==> config.mk <==
export PLATFORM = sky130hd
export DESIGN_NAME = kvt_cell
export DESIGN_NICKNAME = d
export VERILOG_FILES = /design/src/hdl/kvt_pkg.sv /design/src/hdl/kvt_cell.sv
export SDC_FILE = /design/constraint.sdc
export NUM_CORES = 1
export LEC_CHECK = 0
export ABC_AREA = 1
export BUFFER_PORTS_ARGS = -buffer_cell sky130_fd_sc_hd__buf_2
export CORE_MARGIN = 2
export CORE_UTILIZATION = 30
export CTS_BUF_LIST = sky130_fd_sc_hd__clkbuf_4 sky130_fd_sc_hd__clkbuf_8
export DETAILED_ROUTE_END_ITERATION = 6
export PLACE_DENSITY = 0.55
export SLEW_MARGIN = 40
export SYNTH_ARGS = -nofsm -noshare
export SYNTH_HDL_FRONTEND = slang
export SYNTH_SLANG_ARGS = --single-unit
export TNS_END_PERCENT = 10
==> constraint.sdc <==
create_clock -name clock -period 6.2 [get_ports clock]
set_clock_uncertainty 0.15 [all_clocks]
set_input_delay 0.62 -clock clock [delete_from_list [all_inputs] [get_ports clock]]
set_output_delay 0.62 -clock clock [all_outputs]
set_load 0.01 [all_outputs]
==> src/hdl/kvt_pkg.sv <==
// ----------------------------------------------------------------------------
// kvt_pkg: shared types and constants of the keyed vote table
// Request and response beats, function and status codes, the cell handoff.
// ----------------------------------------------------------------------------
package kvt_pkg;

   localparam logic [1:0] FN_UPDATE     = 2'd0;
   localparam logic [1:0] FN_FORGET     = 2'd1;
   localparam logic [1:0] FN_PREDICT    = 2'd2;
   localparam logic [1:0] FN_QUARANTINE = 2'd3;

   localparam logic [2:0] ST_OK      = 3'd0;
   localparam logic [2:0] ST_ARG     = 3'd1;
   localparam logic [2:0] ST_AUTH    = 3'd2;
   localparam logic [2:0] ST_FULL    = 3'd3;
   localparam logic [2:0] ST_REVOKED = 3'd4;
   localparam logic [2:0] ST_ABSTAIN = 3'd5;

   // configuration register indexes
   localparam logic CSR_MIN_VOTES  = 1'b0;
   localparam logic CSR_MIN_MARGIN = 1'b1;

   localparam logic [15:0] VOTE_MAX = 16'hFFFF;
   localparam logic [6:0]  PCT_SCALE = 7'd100;

   typedef struct packed {
      logic [1:0]  func;
      logic [31:0] feature_key;
      logic [7:0]  style_class;
      logic [7:0]  sample_confidence;
      logic [7:0]  consent_flag;
      logic [7:0]  local_flag;
   } req_type;

   typedef struct packed {
      logic [2:0]  status;
      logic [7:0]  best_class;
      logic [15:0] vote_sum;
      logic [7:0]  vote_lead;
      logic [7:0]  certainty;
      logic [31:0] entry_version;
      logic [4:0]  active_count;
      logic [31:0] accepted_count;
      logic [31:0] rejected_count;
      logic [31:0] revoked_count;
      logic [31:0] epoch;
   } rsp_type;

   // Command broadcast from the controller to every cell in the same cycle.
   typedef struct packed {
      logic        alloc;      // the selected cell takes the key
      logic        set_ver;    // the selected cell takes version
      logic        set_active;
      logic        clr_active;
      logic        set_tomb;
      logic        quarantine; // all cells drop active
      logic        vote;       // selected cell bumps one class
      logic        shift;      // selected cell rotates its votes one place
      logic [31:0] key;
      logic [31:0] version;
   } cell_cmd_type;

endpackage

==> src/hdl/kvt_cell.sv <==
// ----------------------------------------------------------------------------
// kvt_cell: one table entry
// Holds key, flags, version and a rotating ring of class counters; compares
// its key against the broadcast and reports its hit to the priority encoder.
// ----------------------------------------------------------------------------
module kvt_cell #(
   parameter int CLASS_COUNT = 4,
   parameter int CW = 2
) (
   input  logic                    clock,
   input  logic                    reset,
   input  logic                    sel,
   input  logic                    used,
   input  logic [CW-1:0]           vote_class,
   input  kvt_pkg::cell_cmd_type   cmd,
   output logic                    hit,
   output logic                    active,
   output logic                    tomb,
   output logic [31:0]             version,
   output logic [15:0]             head_vote
);

   logic [31:0] key_ff;
   logic [31:0] ver_ff;
   logic        act_ff, act_in;
   logic        tomb_ff, tomb_in;
   logic [15:0] votes_ff [CLASS_COUNT];

   // compare this entry's key
   assign hit       = used && (key_ff == cmd.key);
   assign active    = act_ff;
   assign tomb      = tomb_ff;
   assign version   = ver_ff;
   assign head_vote = votes_ff[0];

   // flag next state
   always_comb begin
      act_in  = act_ff;
      tomb_in = tomb_ff;
      if (cmd.quarantine) begin
         act_in = 1'b0;
      end
      if (sel && cmd.alloc) begin
         act_in  = 1'b0;
         tomb_in = 1'b0;
      end
      if (sel && cmd.set_active) begin
         act_in = 1'b1;
      end
      if (sel && cmd.clr_active) begin
         act_in = 1'b0;
      end
      if (sel && cmd.set_tomb) begin
         tomb_in = 1'b1;
      end
   end

   always_ff @(posedge clock) begin
      if (reset) begin
         act_ff  <= 1'b0;
         tomb_ff <= 1'b0;
      end else begin
         act_ff  <= act_in;
         tomb_ff <= tomb_in;
      end
   end

   // payload: key, version and counter ring
   always_ff @(posedge clock) begin
      if (sel && cmd.alloc) begin
         // a fresh entry starts from zero counters, plus the vote that made it
         key_ff <= cmd.key;
         ver_ff <= cmd.set_ver ? cmd.version : '0;
         for (int c = 0; c < CLASS_COUNT; c++) begin
            votes_ff[c] <= (cmd.vote && CW'(c) == vote_class) ? 16'd1 : 16'd0;
         end
      end else begin
         if (sel && cmd.set_ver) begin
            ver_ff <= cmd.version;
         end
         if (sel && cmd.shift) begin
            for (int c = 0; c < CLASS_COUNT - 1; c++) begin
               votes_ff[c] <= votes_ff[c+1];
            end
            votes_ff[CLASS_COUNT-1] <= votes_ff[0];
         end else if (sel && cmd.vote) begin
            if (votes_ff[vote_class] != kvt_pkg::VOTE_MAX) begin
               votes_ff[vote_class] <= votes_ff[vote_class] + 16'd1;
            end
         end
      end
   end

endmodule

==> key figures <==
Placed design
  • Routability cong.: 0.8897
  • DP Wirelength: 12860 µm
  • Post-place instance area: 7542 µm²
  • Port Buffers: 128
  • # placed instances: 1107

Route
  • Initial DRC Count: 600
  • Post-route antenna net violation count: 0
  • Vias: 5214
  • Final WL: 16970 µm
  • DR vias/cell: 4.578
  • First drt pass iteration count: 5
  • DRC viols: 0
  • Routed WL per cell: 14.90 µm

Synth
  • Synth warn: 0
  • EDFF count, synth: 128
  • Synth Area per Inst: 9.321 µm²
  • Synth Cell Area: 6693 µm²
  • Synth cell types: 39
  • Count leader, synth: nand2_1
  • Mapped Cells: 718
  • Area share of the largest cell type after synthesis: 57.43%
  • Yosys top cell by area: edfxtp_1
  • Post-synthesis sequential area ratio: 58.03%
  • Dominant cells by area after synthesis: edfxtp_1 (57%), nand2_1 (15%), inv_1 (4.2%)
  • Syn nets: 797
  • Synth Flop Type: edfxtp_1
  • Synth cell count leaders: nand2_1 (264), edfxtp_1 (128), inv_1 (75), nor2_1 (61), o21ai_1 (36)
  • Synthesized flop and latch total: 130
  • Fraction of registers with async set or reset after synthesis: 0%

Finish
  • Post-layout net count: 925
  • Fill cells: 2253
  • Non-filler cells, final: 1139
  • Layout cells sized above 1: 23.63%
  • Ant diodes: 0
  • Syn-to-layout area delta: 18.66%
  • Design area: 7941 µm²

Worst setup path
  • Worst path bufs/invs: 2
  • Critical path class: input pin to register
  • Cell Chain, Critical Path: buf_2, inv_1, nand2_1, nand2_1, nand2_1, nand2_2, ha_1, nand3_2, nor2_8, nand3_4, nand3_4, nand2_1
  • Critical path's largest stage delay: 0.58 ns
  • Worst Path Arrival: 3.48 ns
  • Crit path max fanout: 30
  • CP delay by family, top: simple AND/OR/NAND/NOR gates
  • Critical path startpoint category: input pin
  • Crit path required time: 6.12 ns
  • Top cell by count, worst path: nand2_1
  • CP max-delay cell: nand2_1
  • CP endpoint kind: register

Global route
  • First-pass GRT wire length: 27050 µm
  • Grt total ovfl: 0
  • Number of global-route vias before repair: 4918
  • Largest net degree at the start of global routing: 69
  • Initial antenna violation count: 0
  • All-layer global routing usage: 14.72%

STA
  • Final setup viols: 0
  • Hold_ws: 0.2014 ns
  • Relative slew slack: 53.31%
  • Pins Over Slew Limit: 0
  • Setup TNS: 0 ns
  • Fin crit period: 3.560 ns
  • Pin slew with the least headroom to its limit: 0.6996 ns
  • F_max: 280.9 MHz
  • RSZ-0062 raised after global routing: no
  • Tcrit/Tclk final: 57.43%
  • Final hold vios: 0

Clocking
  • Total CTS buffers: 17
  • CTS tree: done
  • Sinks on Clock Net: 130
  • Clk buf depth: 2
  • CTS root buf: clkbuf_8
  • Clk_lat worst skew: 0.44 ns
  • H-tree depth: 4
  • Hold_buf cts: 0
  • Post-CTS setup buffers: 0
  • Clock slew at reported path FFs: 0.08 ns
  • Cts repair resizes: 0

Power and ir drop
  • Power Dens Cells: 263.3 nW/µm²
  • Total design power: 0.002091 W
  • Peak VDD IR: 0.0001227 V
  • Leak: 3.464 nW

Floorplanning
  • Die Height: 153.4 µm
  • Die area: 23520 µm²
  • Core area: 21890 µm²
  • I/O pins: 129
  • Std-Cell Rows: 54
  • Die width: 153.4 µm
  • Initial Utilization: 30.57%

Job
  • Maxcap violations: 0

Status
  • Status: finished clean

Hold path
  • Hold crit path type: input pin to register
-- metal layers --
layer	GRT usage, %	part of all wire, %	wire length [µm]	vias to the layer above
li1	-	-	-	2628
met3	5.047	9.7	1639	16
met2	19.41	41	6875	235
met5	0	0	0	-
met1	22.58	49	8274	2335
met4	4.063	1.0	178	0
-- cell type report --
type / count / area [µm²] / area share, %
clock buffers: 17 / 234.0 / 2.946
clock inverters: 15 / 165.2 / 2.080
inverters: 78 / 295.3 / 3.718
multi-input cells: 487 / 2342 / 29.49
flip-flops and latches: 130 / 3884 / 48.90
well taps: 280 / 350.3 / 4.412
repair buffers: 132 / 670.6 / 8.445
-- power breakdown --
group | internal (W) | total, W | switching (W)
clock network | 0.000394 | 0.000738 | 0.000344
registers | 0.00105 | 0.00109 | 0.0000377
logic | 0.0000877 | 0.000268 | 0.000180
-- state kept, by name (all words and copies together), names as in the netlist --
| register | flops |
|---|---|
| active | 1 |
| key_ff | 32 |
| tomb | 1 |
| version | 32 |
| votes_ff | 64 |
-- placed cells by master, fill, tap and decap left out, types with 3 or more instances in the layout --
cell type / count
nor2_4: 4
inv_1: 75
clkinv_1: 4
nand2_2: 8
o21ai_1: 36
nand3_4: 6
nand3_2: 3
clkbuf_8: 17
nor2_1: 59
bufinv_16: 3
or2_2: 4
edfxtp_1: 128
nand3_1: 20
a221oi_1: 4
o21ai_0: 21
nor2_2: 10
nand2_1: 264
xor2_1: 9
nand4_1: 9
buf_4: 4
a22o_1: 4
o22ai_1: 7
buf_2: 128
a211oi_1: 3
-- path summary, 6_finish.rpt --
kind         slack (ns)              end  depth (start not counted)      startpoint
min                0.20             tomb                          2           reset
max                2.64  votes_ff[0][14]                         12   vote_class[0]
min reg2reg        0.31             tomb                          2            tomb
max reg2reg        3.37  votes_ff[0][14]                         10  votes_ff[0][0]
-- through the flow --
stage / utilization [%] / setup slack (ns)
after floorplan: - / 3.324
after global placement: 34.45 / 2.272
after detailed placement: 34.45 / 2.172
after CTS: 36.28 / 2.650
after global routing: 36.28 / 2.354
final: 36.28 / 2.640
-- kinds of logic (layout without fill, tap and decap cells) --
family	Yosys count	count (layout)	share of synthesized area, %
adder cells (fa/ha/maj)	1	1	0.1869
AND/OR/NAND/NOR	395	395	26.29
XOR/XNOR	12	12	1.683
AO/OA/AOI/OAI	79	79	6.693
buffers and inverters	101	242	7.123
flip-flops	130	130	58.03
No activity file was read; power rests on OpenSTA's default activity.
