$ cat config.mk
export PLATFORM = sky130hd
export DESIGN_NAME = kvt_divider
export DESIGN_NICKNAME = d
export VERILOG_FILES = /design/src/hdl/kvt_divider.sv
export SDC_FILE = /design/constraint.sdc
export NUM_CORES = 1
export LEC_CHECK = 0
export ABC_AREA = 0
export BUFFER_PORTS_ARGS = -buffer_cell sky130_fd_sc_hd__buf_2
export CORE_MARGIN = 2
export CORE_UTILIZATION = 27
export DETAILED_ROUTE_END_ITERATION = 7
export PLACE_DENSITY_LB_ADDON = 0.3
export SLEW_MARGIN = 0
export SYNTH_ARGS = -nofsm -noshare
export SYNTH_HDL_FRONTEND = slang
export SYNTH_SLANG_ARGS = --single-unit
$ cat constraint.sdc
create_clock -name clock -period 5.65 [get_ports clock]
set_input_delay 0 -clock clock [delete_from_list [all_inputs] [get_ports clock]]
set_output_delay 0 -clock clock [all_outputs]
set_load 0.01 [all_outputs]
$ cat src/hdl/kvt_divider.sv
// ----------------------------------------------------------------------------
// kvt_divider: restoring divider, one quotient bit per cycle
// Computes (best * 100) / total for the confidence percentage.
// ----------------------------------------------------------------------------
module kvt_divider (
   input  logic        clock,
   input  logic        reset,
   input  logic        start,
   input  logic [22:0] dividend,
   input  logic [15:0] divisor,
   output logic        done,
   output logic [22:0] quotient
);

   logic [22:0] quo_ff, quo_in;
   logic [16:0] rem_ff, rem_in;
   logic [4:0]  cnt_ff, cnt_in;
   logic        run_ff, run_in;
   logic        done_ff, done_in;
   logic [16:0] trial;

   assign done     = done_ff;
   assign quotient = quo_ff;

   // shift one dividend bit in, subtract if it fits
   always_comb begin
      quo_in  = quo_ff;
      rem_in  = rem_ff;
      cnt_in  = cnt_ff;
      run_in  = run_ff;
      done_in = 1'b0;
      trial   = {rem_ff[15:0], quo_ff[22]};
      if (start) begin
         quo_in = dividend;
         rem_in = '0;
         cnt_in = 5'd23;
         run_in = 1'b1;
      end else if (run_ff) begin
         if (trial >= {1'b0, divisor}) begin
            rem_in = trial - {1'b0, divisor};
            quo_in = {quo_ff[21:0], 1'b1};
         end else begin
            rem_in = trial;
            quo_in = {quo_ff[21:0], 1'b0};
         end
         cnt_in = cnt_ff - 5'd1;
         if (cnt_ff == 5'd1) begin
            run_in  = 1'b0;
            done_in = 1'b1;
         end
      end
   end

   always_ff @(posedge clock) begin
      if (reset) begin
         run_ff  <= 1'b0;
         done_ff <= 1'b0;
         cnt_ff  <= '0;
      end else begin
         run_ff  <= run_in;
         done_ff <= done_in;
         cnt_ff  <= cnt_in;
      end
   end

   always_ff @(posedge clock) begin
      quo_ff <= quo_in;
      rem_ff <= rem_in;
   end

endmodule

==> metrics.yaml, run 1 <==
run_status: "complete, no violations"
synth.avg_cell_area_sq_um: 10.0
path_clk_slew_ps: 90
crit_path_end_kind: "flip-flop"
synth_cells: 287
yosysTopAreaCell: "edfxtp_1"
overflow: 0
fin_ws_ps: 3050
core.rowCount: 37
clockBufferDepth: 2
ys_ff_latch: 46
synth.most_common_cell: "nor2_1"
antenna_cells: 0
fin_area_sq_um: 3550
syn_nets: 348
slew_violations: 0
areaGrowthSynthToFinish_pct: 23.3
critPathKind: "flip-flop to flip-flop"
drc: 0
portBuffers: 65
grt_antenna_before_repair: 0
root_buffer: "clkbuf_8"
grt_pass1_wl_mm: 11.2
fillers: 1056
multi_input_area_sq_um: 1590
cts.sinks: 46
ios: 66
crit_slowest_cell: "fa_1"
dieArea_sq_um: 11500
via_per_inst: 4.68
syn-cell-area_sq_um: 2880
wl_per_cell_microns: 14.0
worstPathCellList: "inv_1 -> ha_1 -> fa_1 -> nor2b_1 -> o2111ai_1 -> a21oi_1 -> o2111ai_1 -> a311oi_1 -> o21ai_1 -> o21ai_1"
ys_top_cells_by_area: "edfxtp_1 (24%), dfxtp_1 (16%), mux2_2 (9.0%)"
start_util: 0.279
async_flop_share: 0
finalPower_w: 0.000825
grt_usage: 0.121
coreArea_sq_um: 10300
setup_violations: 0
gp_congestion: 0.723
rsz0062_at_grt: "false"
vias: 2327
fin_nets: 421
timing.fmax_ghz: 0.385
placed_area_sq_um: 3320
slowest_delay_ps: 420
tightest_slew_ps: 1150
peakVddDrop_v: 0.000116
hold_viol: 0
ys.flop_type: "edfxtp_1"
yosysUniqueCellTypes: 46
synth_warnings: 0
power.density_nw_per_um2: 232
cts_buffers: 5
cp.arrival_ps: 2830
max_slew_margin: 0.229
grt_pass1_vias: 2357
wl_mm: 6.94
startpoint_type: "flip-flop"
dp_hpwl_mm: 5.07
synthTopCellsByCount: "nor2_1 (25), dfxtp_1 (23), edfxtp_1 (23), inv_1 (23), mux2_2 (23)"
yosys.area.top_type_share: 0.240
critPathMaxFanout: 3
max_cap_violations: 0
regArea_sq_um: 1150
worstPathRequired_ps: 5880
dp_slack_ps: 3090
leakage_nw: 1.56
clk_latency_ps: 300
synth_edf_count: 23
finalCritPeriodShare: 0.460
cp_num_buf_inv: 1
period_needed_ps: 2600
fp.dieH_microns: 107
htreeDepth: 2
cts-resized-gates: 0
first_iter_violations: 138
firstDrtPassIters: 4
grt_max_degree: 37
finClkSkew_ps: 7.70
cp_top_family: "compound AO/OA/AOI/OAI gates"
synth-seq-area-share: 0.400
drive_above_1_share: 0.310
hp-class: "input pin to flip-flop"
tns_ps: 0
cts_tree: "built"
ant_nets: 0
dieWidth_microns: 107
## layer usage
metal	global-route usage	share of wire
met5	0	0
met4	0.0278	0.011
met3	0.0206	0.034
met2	0.208	0.49
met1	0.159	0.47
## path summary, 6_finish.rpt
check                    start  cells after the start           end  slack (ps)
setup / recovery  quotient[22]                     10    rem_ff[14]        3050
hold / removal    dividend[19]                      2  quotient[19]           4
setup reg to reg  quotient[22]                     10    rem_ff[14]        3050
hold reg to reg      rem_ff[2]                      2     rem_ff[2]         500
## kinds of logic after synthesis
| group | synth area share |
|---|---|
| AND/OR/NAND/NOR | 0.143 |
| flip-flops | 0.400 |
| XOR/XNOR | 0.0517 |
| multiplexers | 0.104 |
| buffers and inverters | 0.0495 |
| AO/OA/AOI/OAI | 0.167 |
| adder cells (fa/ha/maj) | 0.0851 |
## cells in the final DEF (no fill, tap or decap), drive strengths merged, types with 2 or more instances in the layout
master	Yosys	routed
clkbuf	9	5
a21o	7	7
o21ai	11	11
nor2b	3	3
nand2b	3	3
xor2	9	9
a22o	2	2
o31ai	2	2
a32oi	4	4
mux2	23	23
edfxtp	23	23
and3	3	3
xnor2	8	8
buf	2	65
nor3	5	5
nand3	12	12
o41ai	2	2
ha	18	18
a311oi	5	5
inv	23	24
nor2	26	26
mux2i	4	4
a21oi	16	16
nand2	26	26
o2111ai	2	2
dfxtp	23	23
a221oi	2	2
dlygate4sd3	0	12
## through the flow
| stage | hold slack (ps) | utilization | cells |
|---|---|---|---|
| floorplan | 72.4 | - | 287 |
| global placement | 280 | 0.322 | 477 |
| detailed placement | 281 | 0.322 | 477 |
| CTS | 1.00 | 0.343 | 496 |
| global route | 2.64 | 0.344 | 497 |
| finish | 3.65 | 0.344 | 497 |
## worst register-to-register path: stages, from the launching register on
cell and delay (ps):
edfxtp_1 350, inv_1 60, ha_1 210, fa_1 420, nor2b_1 170, o2111ai_1 170, a21oi_1 330, o2111ai_1 200
a311oi_1 340, o21ai_1 140, o21ai_1 150
## where the power goes
group,total (W),switching (W),internal [W]
logic,0.000177,0.0000945,0.0000828
clock network,0.000249,0.000116,0.000133
registers,0.000399,0.0000180,0.000381
## area by class of cell
cell class	instances	share of cell area
Sequential cell	46	0.324
Clock inverter	3	0.0123
Timing Repair Buffer	77	0.125
Multi-Input combinational cell	207	0.447
Tap cell	136	0.0479
Clock buffer	5	0.0194
Inverter	23	0.0243
## what timing repair did
item                      in CTS  in global routing
hold buffers                  11                  1
buffers inserted               0                  0
hold endpoints to repair      17                  1
## registers in the layout, indices dropped and copies added, names as in the netlist
signal	count
cnt_ff	5
quotient	23
run_ff	1
done	1
rem_ff	16
Note: power is estimated with default switching activity, not from simulation.
==> inputs of run 2 (changes only) <==
==> constraint.sdc (replaced) <==
create_clock -name clock -period 2.2 [get_ports clock]
set_input_delay 0 -clock clock [delete_from_list [all_inputs] [get_ports clock]]
set_output_delay 0 -clock clock [all_outputs]
set_load 0.01 [all_outputs]
==> metrics.yaml, run 2 (synthesized netlist as in run 1, its figures left out) <==
grt_pass1_wl_mm: 12.3  # was 11.2 mm
fin_ws_ps: 44.7  # was 3050 ps
firstDrtPassIters: 4  # unchanged
drive_above_1_share: 0.394  # was 0.310
crit_path_end_kind: "flip-flop"  # unchanged
grt_pass1_vias: 2546  # was 2357
slowest_delay_ps: 370  # was 420 ps
rsz0062_at_grt: "true"  # was false
clockBufferDepth: 2  # unchanged
worstPathRequired_ps: 2390  # was 5880 ps
overflow: 0  # unchanged
coreArea_sq_um: 10300  # unchanged
startpoint_type: "flip-flop"  # unchanged
first_iter_violations: 70  # was 138
wl_mm: 7.62  # was 6.94 mm
cp_num_buf_inv: 1  # unchanged
utilization: 0.390  # was 0.344
power.density_nw_per_um2: 531  # was 232 nW/um^2
areaGrowthSynthToFinish_pct: 39.7  # was 23.3%
grt_usage: 0.133  # was 0.121
max_cap_violations: 0  # unchanged
core.rowCount: 37  # unchanged
layoutNonFillerInstCount: 537  # was 497
leakage_nw: 1.73  # was 1.56 nW
tns_ps: 0  # unchanged
period_needed_ps: 2160  # was 2600 ps
via_per_inst: 4.65  # was 4.68
dp_hpwl_mm: 5.28  # was 5.07 mm
path_clk_slew_ps: 100  # was 90 ps
fin_nets: 461  # was 421
dieArea_sq_um: 11500  # unchanged
cp_top_family: "compound AO/OA/AOI/OAI gates"  # unchanged
cp.arrival_ps: 2340  # was 2830 ps
final_cell_mix: "buf_2 (66), buf_4 (25), dlygate4sd3_1 (24)"  # was buf_2 (65), nor2_1 (25)
timing.fmax_ghz: 0.464  # was 0.385 GHz
hp-class: "input pin to flip-flop"  # unchanged
hold_viol: 0  # unchanged
portBuffers: 65  # unchanged
vias: 2497  # was 2327
dieWidth_microns: 107  # unchanged
placed_area_sq_um: 3480  # was 3320 sq um
ant_nets: 0  # unchanged
critPathMaxFanout: 3  # unchanged
setup_violations: 0  # unchanged
root_buffer: "clkbuf_8"  # unchanged
largest_reg_flops: 23  # unchanged
max_slew_margin: 0.233  # was 0.229
tightest_slew_ps: 1150  # about the same
finalCritPeriodShare: 0.980  # was 0.460
critPathKind: "flip-flop to flip-flop"  # unchanged
ios: 66  # unchanged
htreeDepth: 2  # unchanged
crit_slowest_cell: "edfxtp_1"  # was fa_1
finClkSkew_ps: 6.79  # was 7.70 ps
grt_antenna_before_repair: 0  # unchanged
run_status: "complete, no violations"  # unchanged
gp_congestion: 0.819  # was 0.723
fp.dieH_microns: 107  # unchanged
dp_slack_ps: -163  # was 3090 ps
wl_per_cell_microns: 14.2  # was 14.0 microns
cts_buffers: 5  # unchanged
start_util: 0.279  # unchanged
dp_cells: 498  # was 477
fin_area_sq_um: 4020  # was 3550 sq um
peakVddDrop_v: 0.000270  # was 0.000116 V
grt_max_degree: 24  # was 37
slew_violations: 0  # unchanged
worstPathCellList: "inv_2 -> ha_4 -> fa_2 -> nor2b_4 -> o2111ai_2 -> a21oi_2 -> o2111ai_2 -> a41o_1 -> o21ai_1 -> o21ai_1"  # was inv_1 -> ha_1 -> fa_1 -> nor2b_1 -> o2111ai_1 -> a21oi_1 -> o2111ai_1 -> a311oi_1 -> o21ai_1 -> o21ai_1
mostFrequentLayoutCell: "buf_2"  # unchanged
clk_latency_ps: 300  # about the same
cts_tree: "built"  # unchanged
drc: 0  # unchanged
antenna_cells: 0  # unchanged
cts.sinks: 46  # unchanged
## run 2: changes by cell type in the layout (fill, tap and decap cells not counted), sizes merged
cell / before / now
dlygate4sd3: 12 / 24
bufinv: 1 / 0
clkinvlp: 0 / 2
buf: 65 / 92
clkinv: 1 / 0
o221a: 1 / 2
## run 2: repair_timing
action                                 4_1_cts  5_1_grt
endpoints found under the hold margin       30        0
pin swaps                                    3        3
setup endpoints to repair                    7       14
gates resized for setup                      8       18
setup buffers                                1        4
gates cloned                                 1        1
hold buffers                                24        0
## run 2: worst paths after layout
check                             endpoint          from  slack (ps)  depth (start not counted)
worst max-delay path            rem_ff[14]  quotient[22]          40                         10
worst max register to register  rem_ff[14]  quotient[22]          40                         10
worst min register to register   rem_ff[4]     rem_ff[4]         510                          2
worst min-delay path             rem_ff[0]    divisor[0]         220                          4
## run 2: area by class of cell
cell class,instances,area (sq um)
fill,1019,6300
multi-input combinational,208,1750
sequential,46,1150
timing repair buffer,116,769
tap,136,170
inverter,23,86.3
clock buffer,5,68.8
clock inverter,3,23.8
## run 2: routing by layer
layer  share of wire  up-vias  GRT usage
met1            0.46     1180      0.174
met5               0        -          0
met2            0.50       35      0.223
li1                -     1270          -
met4           0.020        0     0.0445
met3           0.024       12     0.0218
## run 2: power breakdown
part,leakage [nW],internal (W),switching (W)
clock network,0.0408,0.000228,0.000330
registers,0.420,0.000978,0.0000408
logic,1.27,0.000285,0.000276
total,1.73,0.00149,0.000646
## run 2: worst reg2reg max path: stages (launching register included)
cell and delay [ps]:
edfxtp_1 370, inv_2 60, ha_4 160, fa_2 370, nor2b_4 140, o2111ai_2 130
a21oi_2 240, o2111ai_2 140, a41o_1 250, o21ai_1 120, o21ai_1 70
## run 2: metrics by stage
| step | total power (W) | hold slack, ps |
|---|---|---|
| finish | 0.00214 | 217 |
| global route | 0.00226 | 218 |
| global placement | 0.00151 | 272 |
| floorplan | 0.00134 | 72.4 |
| CTS | 0.00213 | 222 |
| detailed placement | 0.00152 | 278 |
